## config.mk

```make
export PLATFORM = sky130hd
export DESIGN_NAME = dffg_mul
export DESIGN_NICKNAME = d
export VERILOG_FILES = /design/src/rtl/dffg_pkg.sv /design/src/rtl/dffg_mul.sv
export SDC_FILE = /design/constraint.sdc
export NUM_CORES = 2
export LEC_CHECK = 0
export BUFFER_PORTS_ARGS = -buffer_cell sky130_fd_sc_hd__buf_2
export CELL_PAD_IN_SITES_DETAIL_PLACEMENT = 0
export CELL_PAD_IN_SITES_GLOBAL_PLACEMENT = 2
export CORE_AREA = 2 2 355 357
export DETAILED_ROUTE_END_ITERATION = 16
export DIE_AREA = 0 0 357 359
export PLACE_DENSITY_LB_ADDON = 0.1
export SLEW_MARGIN = 20
export SYNTH_ARGS = -nofsm -noshare
export SYNTH_HDL_FRONTEND = slang
export SYNTH_SLANG_ARGS = --single-unit
```

## constraint.sdc

```tcl
create_clock -name clk -period 9 [get_ports clk]
set_clock_uncertainty 0.05 [all_clocks]
set_input_delay 0.45 -clock clk [delete_from_list [all_inputs] [get_ports clk]]
set_output_delay 0.45 -clock clk [all_outputs]
set_load 0.02 [all_outputs]
```

## src/rtl/dffg_pkg.sv

```systemverilog
// dffg_pkg: shared types, widths and state codes for the disk form factor gather
// no dependencies
package dffg_pkg;

  localparam int COMP_DEF = 21;
  localparam int VEC_W    = 63;
  localparam int RAD_W    = 20;
  localparam int OUT_W    = 32;
  localparam int MUL_W    = 33;
  localparam int PROD_W   = 2 * MUL_W;
  localparam int ACC_W    = 96;
  localparam int NUM_W    = 66;
  localparam int DEN_W    = 48;
  localparam int CNT_W    = $clog2(NUM_W + 1);

  typedef struct packed {
    logic             kind;
    logic [VEC_W-1:0] rcv_pos;
    logic [VEC_W-1:0] rcv_nrm;
    logic [VEC_W-1:0] emit_pos;
    logic [VEC_W-1:0] emit_nrm;
    logic [VEC_W-1:0] emit_rad;
    logic [RAD_W-1:0] emit_radius;
    logic             last;
  } item_t;

  typedef struct packed {
    logic signed [OUT_W-1:0] sum_red;
    logic signed [OUT_W-1:0] sum_green;
    logic signed [OUT_W-1:0] sum_blue;
    logic signed [OUT_W-1:0] occlusion;
  } result_t;

  typedef enum logic [3:0] {
    ST_IDLE,
    ST_DOT,
    ST_DOTEND,
    ST_STRAD,
    ST_SQ,
    ST_FRONT,
    ST_AB,
    ST_DIV1,
    ST_DIV2,
    ST_FF,
    ST_COL,
    ST_FIN
  } state_t;

  typedef enum logic [2:0] {
    DS_CULL,
    DS_T,
    DS_NN,
    DS_PN,
    DS_DD,
    DS_PR
  } dsel_t;

endpackage

```

## src/rtl/dffg_mul.sv

```systemverilog
// dffg_mul: shared signed multiplier with registered product
// depends on dffg_pkg
module dffg_mul import dffg_pkg::*; (
  input  logic                     clk,
  input  logic signed [MUL_W-1:0]  a,
  input  logic signed [MUL_W-1:0]  b,
  output logic signed [PROD_W-1:0] p
);

  always_ff @(posedge clk) begin
    p <= a * b;
  end

endmodule

```

## Word-level counts from Yosys, hierarchy flattened

Cells that the tools add are included.

| cells by class | value |
|---|---|
| $add $sub $neg | 0 |
| $mul | 1 |
| div/mod/pow operators | 0 |
| magnitude comparators | 0 |
| eq/ne operators | 0 |
| shifts and indexed selects | 0 |
| muxes and demuxes | 0 |
| bitwise gates (word level) | 0 |
| reductions and logical operators | 0 |

Operators with widths:

| kind | count |
|---|---|
| $mul A33 B33 Y66 | 1 |

| storage, ports and cells | value |
|---|---|
| flip-flop bits (word level) | 66 |
| bits in latches | 0 |
| memory bits (writable) | 0 |
| bits in read-only memories | 0 |
| input bits | 67 |
| output and inout port bits | 66 |
| word-level logic and storage cells | 2 |
| memories | 0 |

## Longest topological paths before layout

| depth | value |
|---|---|
| depth in word-level cells | 1 |
| gate-level depth with buffers | 27 |
| depth with buffers taken out | 26 |

## Least setup slack after synthesis

No wires, ideal clock.

| timing path | value |
|---|---|
| kind | input-to-reg |
| start point | input a[32] |
| end point | register p[62] |
| setup time | 79 ps |
| arrival | 7,607 ps |
| required time | 8,871 ps |
| path slack | 1,264 ps |
| stages on the path | 23 |
| path buffers | 2 |
| cells stage by stage | clkbuf_1 -> nand2_1 -> inv_1 -> fa_1 -> fa_1 -> fa_1 -> fa_1 -> fa_1 -> fa_1 -> fa_1 -> inv_1 -> fa_1 -> inv_1 -> ha_1 -> clkbuf_1 -> and3_1 -> nand3_1 -> nand2b_1 -> a2111oi_4 -> a211oi_4 -> a21o_2 -> a21o_1 -> a211oi_2 |

| between the ends | value |
|---|---|
| cells in the longest elaborated chain, start to end | 1 |

Ends and longest elaborated chain:

| what | RTL line | RTL |
|---|---|---|
| start, declared | dffg_mul.sv:5 | `input logic signed [MUL_W-1:0] a,` |
| $mul A33 B33 Y66 | dffg_mul.sv:11 | `p <= a * b;` |
| end signal, assigned | dffg_mul.sv:11 |  |
| end, declared | dffg_mul.sv:7 | `output logic signed [PROD_W-1:0] p` |

Every way passes these cells.

## Worst setup path in the final report

| timing path | value |
|---|---|
| start point | input a[15] |
| end point | register p[53] |

Same word-level chain as after synthesis.

==> results.cfg <==
[sta]
setup_viol = 0
rsz0062_at_grt = false
fin_crit_ns = 8.145
final-hold-violation-count = 0
setup_ws_ns = 0.8547
max_freq_mhz = 122.8
max-slew-margin-rel_pct = 44.91
tightest_slew_ns = 0.8263
final.setup.tns_ns = 0
maxSlewViolCount = 0
timing.final.crit_share_pct = 90.50

[global_routing]
grt_usage_pct = 23.51
grt_start_max_net_pins = 34
grt_pass1_wl_microns = 220200
grt-ovfl-total = 0
antenna_found_initial = 13
grt_pass1_vias = 31750

[min_path]
whs_endpoint = p[0]
holdCritStartpoint = a[0]
whs_path_depth = 3
min_path_type = in2reg

[finish]
largest_reg_flops = 66
post-route-util_pct = 35.22
nets = 5804
regArea_sq_mm = 0.001321
top_regs = p (66)
areaGrowthSynthToFinish_pct = 7.737
multi_input_area_sq_mm = 0.03432
drive_gt1_share_pct = 6.849
fillers = 13060
largest-register = p

[critical_path]
critPathBufInv = 4
crit_arrival_ns = 8.45
path_cells = buf_2 -> nand2_1 -> fa_1 -> fa_1 -> inv_1 -> fa_1 -> fa_1 -> fa_1 -> fa_1 -> fa_1 -> inv_1 -> fa_1 -> inv_1 -> ha_1 -> a21oi_1 -> nand2_1 -> a2111oi_0 -> a21oi_1 -> a2111o_1 -> a21oi_1 -> xnor2_1
slowest_delay_ns = 0.82
crit_fanout = 26
critPathLaunchType = input pin
path_delay_family = adder cells
end_kind = register
critPathKind = in2reg
critPathSlowestCell = fa_1
crit_top_cell = fa_1
required_ns = 9.30

[drt]
vias = 28300
avgRoutedWirePerCell_microns = 23.77
ant_nets = 0
drc = 0
vias_per_cell = 4.692
drt-initial-drc-count = 1243
wirelength_microns = 143400
drtPass1Iterations = 5

[logic_synthesis]
ys_seq_area_share_pct = 3.244
synth_edf_count = 0
synth_warnings = 0
ys_types = 80
synth_top_area_cell = fa_1
synth_top_area_share_pct = 56.27
avgSynthCellArea_sq_um = 9.390
synth_area_leaders = fa_1, inv_1, and2_1
syn_area_sq_mm = 0.04073
async_flop_share_pct = 0
ys_ff_latch = 66
ys.flop_type = dfxtp_1
syn_inst = 4338
synth_nets = 5767

[clock_network]
cts_buffer_depth = 2
clock-sinks = 66
numCtsBuffers = 9
clkTransAtPathRegs_ns = 0.09
cts_hold_buffers = 0
root_buffer = clkbuf_16
post_cts_buffers = 0
cts-resized-gates = 0
cts_tree = done
cts.htree.levels = 3

[floorplan]
rows = 130
boundaryPins = 133
die_h_microns = 359
initial_core_util_pct = 32.69
die_x_microns = 357
dieArea_sq_mm = 0.1282
core_area_sq_mm = 0.1246

[place]
numPortBuffers = 132
hpwl_microns = 123900
post-place-ws_ns = 0.4435
place_congestion = 0.8605

[run]
drv_cap = 0

[outcome]
status = complete, no violations
## metal layers
metal / GRT usage (%) / part of all wire (%) / wire length [microns]
met1: 33.46 / 46 / 65650
met2: 39.14 / 49 / 70830
met3: 2.635 / 3.4 / 4882
met4: 3.617 / 1.4 / 1951
met5: 0 / 0.052 / 75
## synthesized netlist by cell type, drive strengths merged, types with 25 or more instances
cell    number
a21o        38
a21oi       61
and2       563
clkbuf     208
dfxtp       66
fa        1145
ha         217
inv       1131
nand2      551
nand3       26
nor2        68
o21ai       33
xnor2       43
xor2        25
## logic make-up after synthesis
| kind of cell | Yosys count | share of synthesized area (%) |
|---|---|---|
| flip-flops | 66 | 3.244 |
| buffers and inverters | 1352 | 12.51 |
| AND/OR/NAND/NOR | 1271 | 15.78 |
| adder cells (fa/ha/maj) | 1362 | 62.94 |
| AO/OA/AOI/OAI | 219 | 4.067 |
| XOR/XNOR | 68 | 1.462 |
## metrics by stage
stage / cells / hold slack, ns / instance area (sq um)
after global placement: 6014 / 0.8157 / 43550
final: 6031 / 0.6491 / 43890
after floorplan: 4338 / 0.5273 / 40730
after global routing: 6031 / 0.6686 / 43890
after detailed placement: 6014 / 0.8169 / 43550
after CTS: 6030 / 0.6077 / 43880
## worst min-delay path, cell delays in order
cell,delay [ns]
buf_2,0.14
buf_4,0.28
and2_1,0.21
## area by class of cell
class | instances | area share [%]
Clock buffer | 10 | 0.5445
Tap cell | 1650 | 4.704
Clock inverter | 6 | 0.2224
Multi-Input combinational cell | 2920 | 78.20
Sequential cell | 66 | 3.011
Antenna cell | 1 | 0.005702
Timing Repair Buffer | 247 | 3.644
Inverter | 1131 | 9.674
## worst max path at each step
stage	slack [ns]	startpoint	cells past startpoint	to
after global placement	0.41	a[15]	21	p[53]
after CTS	0.89	a[15]	21	p[53]
final	0.85	a[15]	21	p[53]
after detailed placement	0.44	a[15]	21	p[53]
after floorplan	1.26	a[32]	23	p[62]
after global routing	0.60	a[7]	24	p[53]
## cell usage in the layout (no fill, tap or decap), drive strengths merged, types with 5 or more instances in the layout
cell | netlist | final
a31oi | 9 | 9
nor3 | 7 | 7
o211ai | 5 | 5
nor2b | 5 | 5
a21oi | 61 | 61
a211o | 6 | 6
o31ai | 7 | 7
a21o | 38 | 38
and3 | 6 | 6
ha | 217 | 217
buf | 13 | 247
dfxtp | 66 | 66
nand2 | 551 | 551
xor2 | 25 | 25
and4 | 5 | 5
nand3 | 26 | 26
nand2b | 12 | 12
fa | 1145 | 1145
nand4 | 12 | 12
o21a | 6 | 6
xnor2 | 43 | 43
a211oi | 11 | 11
o21bai | 11 | 11
o21ai | 33 | 33
inv | 1131 | 1133
clkbuf | 208 | 10
nor2 | 68 | 68
and2 | 563 | 563
Power is left out: the tool's default activity adds up to more than one toggle a clock period on the data nets, which glitch-free logic cannot reach.
