`src/rtl/dffg_pkg.sv`:
```
// dffg_pkg: shared types, widths and state codes for the disk form factor gather
// no dependencies
package dffg_pkg;

  localparam int COMP_DEF = 21;
  localparam int VEC_W    = 63;
  localparam int RAD_W    = 20;
  localparam int OUT_W    = 32;
  localparam int MUL_W    = 33;
  localparam int PROD_W   = 2 * MUL_W;
  localparam int ACC_W    = 96;
  localparam int NUM_W    = 66;
  localparam int DEN_W    = 48;
  localparam int CNT_W    = $clog2(NUM_W + 1);

  typedef struct packed {
    logic             kind;
    logic [VEC_W-1:0] rcv_pos;
    logic [VEC_W-1:0] rcv_nrm;
    logic [VEC_W-1:0] emit_pos;
    logic [VEC_W-1:0] emit_nrm;
    logic [VEC_W-1:0] emit_rad;
    logic [RAD_W-1:0] emit_radius;
    logic             last;
  } item_t;

  typedef struct packed {
    logic signed [OUT_W-1:0] sum_red;
    logic signed [OUT_W-1:0] sum_green;
    logic signed [OUT_W-1:0] sum_blue;
    logic signed [OUT_W-1:0] occlusion;
  } result_t;

  typedef enum logic [3:0] {
    ST_IDLE,
    ST_DOT,
    ST_DOTEND,
    ST_STRAD,
    ST_SQ,
    ST_FRONT,
    ST_AB,
    ST_DIV1,
    ST_DIV2,
    ST_FF,
    ST_COL,
    ST_FIN
  } state_t;

  typedef enum logic [2:0] {
    DS_CULL,
    DS_T,
    DS_NN,
    DS_PN,
    DS_DD,
    DS_PR
  } dsel_t;

endpackage

```
`src/rtl/dffg_div.sv`:
```
// dffg_div: restoring divider, one quotient bit per cycle
// depends on dffg_pkg
module dffg_div import dffg_pkg::*; (
  input  logic             clk,
  input  logic             rst,
  input  logic             start,
  input  logic [NUM_W-1:0] num,
  input  logic [DEN_W-1:0] den,
  output logic             done,
  output logic [NUM_W-1:0] quo
);

  logic [NUM_W-1:0] qn;
  logic [DEN_W-1:0] rem;
  logic [DEN_W-1:0] dv;
  logic [CNT_W-1:0] cnt;
  logic             busy;
  logic [DEN_W:0]   rem_sh;
  logic             fits;

  assign rem_sh = {rem, qn[NUM_W-1]};
  assign fits   = rem_sh >= {1'b0, dv};
  assign quo    = qn;

  always_ff @(posedge clk) begin
    if (rst) begin
      busy <= 1'b0;
      done <= 1'b0;
      cnt  <= '0;
    end else begin
      done <= 1'b0;
      if (start) begin
        qn   <= num;
        dv   <= den;
        rem  <= '0;
        cnt  <= CNT_W'(NUM_W);
        busy <= 1'b1;
      end else if (busy) begin
        rem <= fits ? DEN_W'(rem_sh - {1'b0, dv}) : DEN_W'(rem_sh);
        qn  <= {qn[NUM_W-2:0], fits};
        cnt <= cnt - CNT_W'(1);
        if (cnt == CNT_W'(1)) begin
          busy <= 1'b0;
          done <= 1'b1;
        end
      end
    end
  end

endmodule

```
`config.mk`:
```
export PLATFORM = sky130hd
export DESIGN_NAME = dffg_div
export DESIGN_NICKNAME = d
export VERILOG_FILES = /design/src/rtl/dffg_pkg.sv /design/src/rtl/dffg_div.sv
export SDC_FILE = /design/constraint.sdc
export NUM_CORES = 1
export LEC_CHECK = 0
export BUFFER_PORTS_ARGS = -buffer_cell sky130_fd_sc_hd__buf_4
export CAP_MARGIN = 10
export CORE_MARGIN = 4
export CORE_UTILIZATION = 50
export DETAILED_ROUTE_END_ITERATION = 8
export PLACE_DENSITY = 0.74
export SLEW_MARGIN = 20
export SYNTH_ARGS = -nofsm -noshare
export SYNTH_HDL_FRONTEND = slang
export SYNTH_SLANG_ARGS = --single-unit
export TNS_END_PERCENT = 50
```
`constraint.sdc`:
```
create_clock -name clk -period 11.2 [get_ports clk]
set_input_delay 1.68 -clock clk [delete_from_list [all_inputs] [get_ports clk]]
set_output_delay 1.68 -clock clk [all_outputs]
set_load 0.01 [all_outputs]
```
======== Word level (Yosys, flattened, before mapping) ========
Index checks and enable logic that the tools add are counted.
storage, ports and cells
  bits in registers ....................... 171
  bits of input ports ..................... 117
  word-level logic and storage cells ...... 28
  output and inout bits ................... 67
operators by class
  add/subtract/negate cells ............... 2
  equality and inequality tests ........... 1
  reductions and logical operators ........ 5
  bitwise gates (word level) .............. 2
  $lt $le $gt $ge ......................... 1
  mux-type cells .......................... 10
operator list
  cell                                              number
  2-to-1 mux 66 bit                                 2
  2-to-1 mux 48 bit                                 2
  greater-or-equal comparator 49 x 48 -> 1 bit      1
  subtractor 48 bit                                 1
  2-to-1 mux 7 bit                                  2
  == test 7 x 1 -> 1 bit, second input constant     1
  subtractor 7 x 1 -> 7 bit, second input constant  1
  2-to-1 mux 1 bit                                  4
  AND reduction 2 bit                               2
  OR reduction 3 bit                                1
  inverter 1 bit                                    2
  nonzero test 2 bit                                1
  OR reduction 2 bit                                1

======== Logic depth before layout (Yosys ltp) ========
  depth after elaboration ................. 4
  mapped depth ............................ 14
  mapped depth without buffers ............ 12

======== Worst setup path after synthesis ========
No wires, ideal clock.
  path kind ............................... input port to flip-flop
  from .................................... in start
  to ...................................... reg qn[0], in the netlist quo[0] (enable)
  path buffers ............................ 2
  arrival time ............................ 7.857 ns
  stages on the path ...................... 4
  path slack .............................. 2.715 ns
  path through ............................ clkbuf_1 > inv_1 > clkbuf_1 > a21oi_1
between the ends
  word-level cells in the longest chain between the ends .. 2
ends and longest elaborated chain
  item                                  RTL line        source
  from (decl)                           dffg_div.sv:6   input logic start,
  nonzero test 2 bit (no source line)   n/a
  AND reduction 2 bit (no source line)  n/a
  to (signal assigned)                  dffg_div.sv:33  qn <= num;
  to (signal assigned)                  dffg_div.sv:40  qn <= {qn[NUM_W-2:0], fits};
  to (decl)                             dffg_div.sv:13  logic [NUM_W-1:0] qn;
No other way between the ends.
A chain may end at the register's enable or synchronous reset.

======== Final worst setup path ========
  from .................................... in start
  to ...................................... reg qn[2], in the netlist quo[2] (enable)
The elaborated chain is that of the path after synthesis.

==> results.json <==
{
  "status": "completed",
  "hpwlAfterDp_mm": 16.3,
  "grtUsageTotal_pct": 20.8,
  "wl_mm": 23.0,
  "grt_pass1_vias": 7568,
  "power_frac_comb_pct": 26.3,
  "fillers": 1619,
  "finalSetupTns_ns": 0,
  "highest_layer": "met4",
  "io_pins": 184,
  "tightest_slew_ns": 0.878,
  "clock_skew_ns": 0.0132,
  "drive_gt1_share_pct": 28.3,
  "synthCells": 915,
  "numPortBuffers": 183,
  "ys_seq_area_share_pct": 51.1,
  "power.share.sequential_pct": 41.5,
  "hold_depth": 2,
  "hold_buffers": 0,
  "p_int_uw": 1310,
  "final_cell_mix": "buf_4 (189), edfxtp_1 (162), nand2_1 (101), a21oi_1 (87), inv_1 (71)",
  "via_count": 7477,
  "cts_inserted_buffers": 17,
  "p_sw_uw": 605,
  "yosysWarnings": 0,
  "cts_root_buf": "clkbuf_16",
  "worstHoldEndpoint": "cnt[4]",
  "wl_met1_mm": 9.97,
  "clock_path_buffers": 2,
  "ys.flop_type": "edfxtp_1",
  "final_common_cell": "buf_4",
  "cts_resized": 0,
  "rsz0062_at_grt": "false",
  "regToRegSetupSlack_ns": 7.18,
  "final_cells": 1355,
  "cap_violations": 0,
  "regToRegEndpoint": "rem[46]",
  "drtPass1Iterations": 5,
  "synth_fp_nets": 1083,
  "worst-setup-path-type": "in -> reg",
  "wl_met2_mm": 11.1,
  "max_freq_mhz": 214,
  "power_density_nw_per_um2": 158,
  "regArea_um2": 5040,
  "die_area_um2": 22100,
  "final_nets": 1245,
  "maxSlewHeadroom_pct": 41.5,
  "final_hold_viol_count": 0,
  "drt_iter0_drc": 522,
  "hp-class": "reg -> reg",
  "clk_pin_slew_ns": 0.07,
  "syn2layout_area_growth_pct": 22.3,
  "worst_ir_drop_vdd_v": 0.000113,
  "hold_start": "cnt[4]",
  "postRouteAntennaNets": 0,
  "grt-ovfl-total": 0,
  "min_period_ns": 4.67,
  "leakagePower_uw": 0.00500,
  "clkLatencyLatePin_ns": 0.44,
  "die_y_um": 149,
  "synth_edf_count": 162,
  "synth.distinct_cells": 66,
  "dp_cells": 1323,
  "vias_per_cell": 5.52,
  "cp.required_ns": 11.26,
  "finalSetupViolCount": 0,
  "p_clk_share_pct": 32.2,
  "place_congestion": 0.868,
  "arrival_ns": 4.73,
  "drcViolationCount": 0,
  "grt_pass1_wl_mm": 37.3,
  "start_kind": "input port",
  "met3_length_mm": 1.63,
  "cts.sinks": 171,
  "final_core_util_pct": 62.1,
  "multiInputGateArea_um2": 4400,
  "wl_per_cell_um": 16.9,
  "n_antenna_cell": 0,
  "antenna_found_initial": 0,
  "synth_area_um2": 9880,
  "cp_max_fo": 66,
  "die-width_um": 149,
  "start_util_pct": 50.7,
  "core_um2": 19500,
  "drv_slew": 0,
  "synthArstFlopShare_pct": 0,
  "crit_path_end_kind": "flop",
  "reg2reg_depth": 11,
  "h-tree-depth": 4,
  "ys_ff_latch": 171,
  "period_share_pct": 41.7,
  "regToRegStartpoint": "rem[6]",
  "avgSynthCellArea_um2": 10.8,
  "post-cts-setup-buffer-count": 0,
  "rows": 51,
  "tritoncts": "yes",
  "grt_max_degree": 70,
  "p_sw_share_pct": 31.6
}
[through the flow]
stage | setup WS, ns | power, uW | hold WS, ns | instance area, um^2
floorplan | 2.72 | 1170 | 0.502 | 9880
global placement | 6.15 | 1300 | 0.531 | 11500
detailed placement | 6.00 | 1310 | 0.540 | 11500
CTS | 6.49 | 1930 | 0.559 | 12100
global route | 6.31 | 2020 | 0.594 | 12100
finish | 6.53 | 1910 | 0.559 | 12100
[synth_stat cells, types with 5 or more instances]
| cell | instances | area, um^2 |
|---|---|---|
| edfxtp_1 | 162 | 4860 |
| or3b_1 | 5 | 43.8 |
| o21ai_0 | 32 | 160 |
| o21bai_1 | 9 | 67.6 |
| nand3_1 | 21 | 105 |
| a21o_1 | 22 | 165 |
| nor3_1 | 15 | 75.1 |
| nand4_1 | 12 | 75.1 |
| a211oi_1 | 14 | 105 |
| o21a_1 | 6 | 45.0 |
| a21oi_1 | 88 | 440 |
| and3_1 | 14 | 87.6 |
| nand2b_1 | 5 | 31.3 |
| or3_1 | 5 | 31.3 |
| buf_1 | 6 | 22.5 |
| inv_1 | 71 | 267 |
| mux2_2 | 66 | 743 |
| dfxtp_1 | 9 | 180 |
| ha_1 | 50 | 626 |
| a31oi_1 | 6 | 37.5 |
| nor2_1 | 44 | 165 |
| nand2_1 | 101 | 379 |
| o211ai_1 | 6 | 45.0 |
| or2_2 | 5 | 31.3 |
| clkbuf_1 | 26 | 97.6 |
| buf_2 | 13 | 65.1 |
| xnor2_1 | 23 | 201 |
| nor2b_1 | 5 | 31.3 |
| xor2_1 | 9 | 78.8 |
[routing by layer]
| layer | vias to the layer above | GRT usage, % |
|---|---|---|
| met5 | - | 0 |
| met3 | 26 | 6.61 |
| li1 | 3706 | - |
| met4 | 0 | 5.36 |
| met2 | 188 | 34.6 |
| met1 | 3557 | 26.6 |
[worst max-delay path by stage]
stage	start	end	slack (ns)	cells after the start
floorplan	start	quo[0]	2.72	4
global placement	start	quo[11]	6.15	5
detailed placement	start	quo[15]	6.00	5
CTS	start	quo[19]	6.49	5
global route	start	quo[19]	6.31	5
finish	start	quo[2]	6.53	5
[flip-flops by register name (all words and copies together) (netlist names)]
name	count
quo	66
done	1
rem	48
cnt	7
busy	1
dv	48
[cells by family after synthesis]
logic type	share of synthesized area (%)
xor+xnor	2.84
simple gates	12.6
mux	7.63
flops	51.1
fa+ha+maj	6.54
compound gates	14.7
buf+inv	4.69
[power groups by stage]
| stage | Sequential, uW | Clock (uW) | Combinational [uW] |
|---|---|---|---|
| 2_1_floorplan | 815 | 0 | 354 |
| 6_report | 795 | 616 | 503 |
| 5_1_grt | 801 | 657 | 560 |
| 4_1_cts | 795 | 627 | 503 |
| 3_5_place_dp | 808 | 0 | 500 |
| 3_3_place_gp | 807 | 0 | 491 |
[worst max-delay path, stage by stage]
cell and delay [ns]:
buf_4 0.46, inv_1 0.48, a21oi_4 0.77, buf_4 0.48, buf_4 0.75
[final cells by class]
type	count	area share, %
clock buffer	17	3.52
clock inverter	15	1.66
inverter	71	2.21
multi-input combinational	627	36.4
sequential	171	41.8
tap	265	2.74
timing repair buffer	189	11.7
Note: power is estimated with default switching activity, not from simulation.
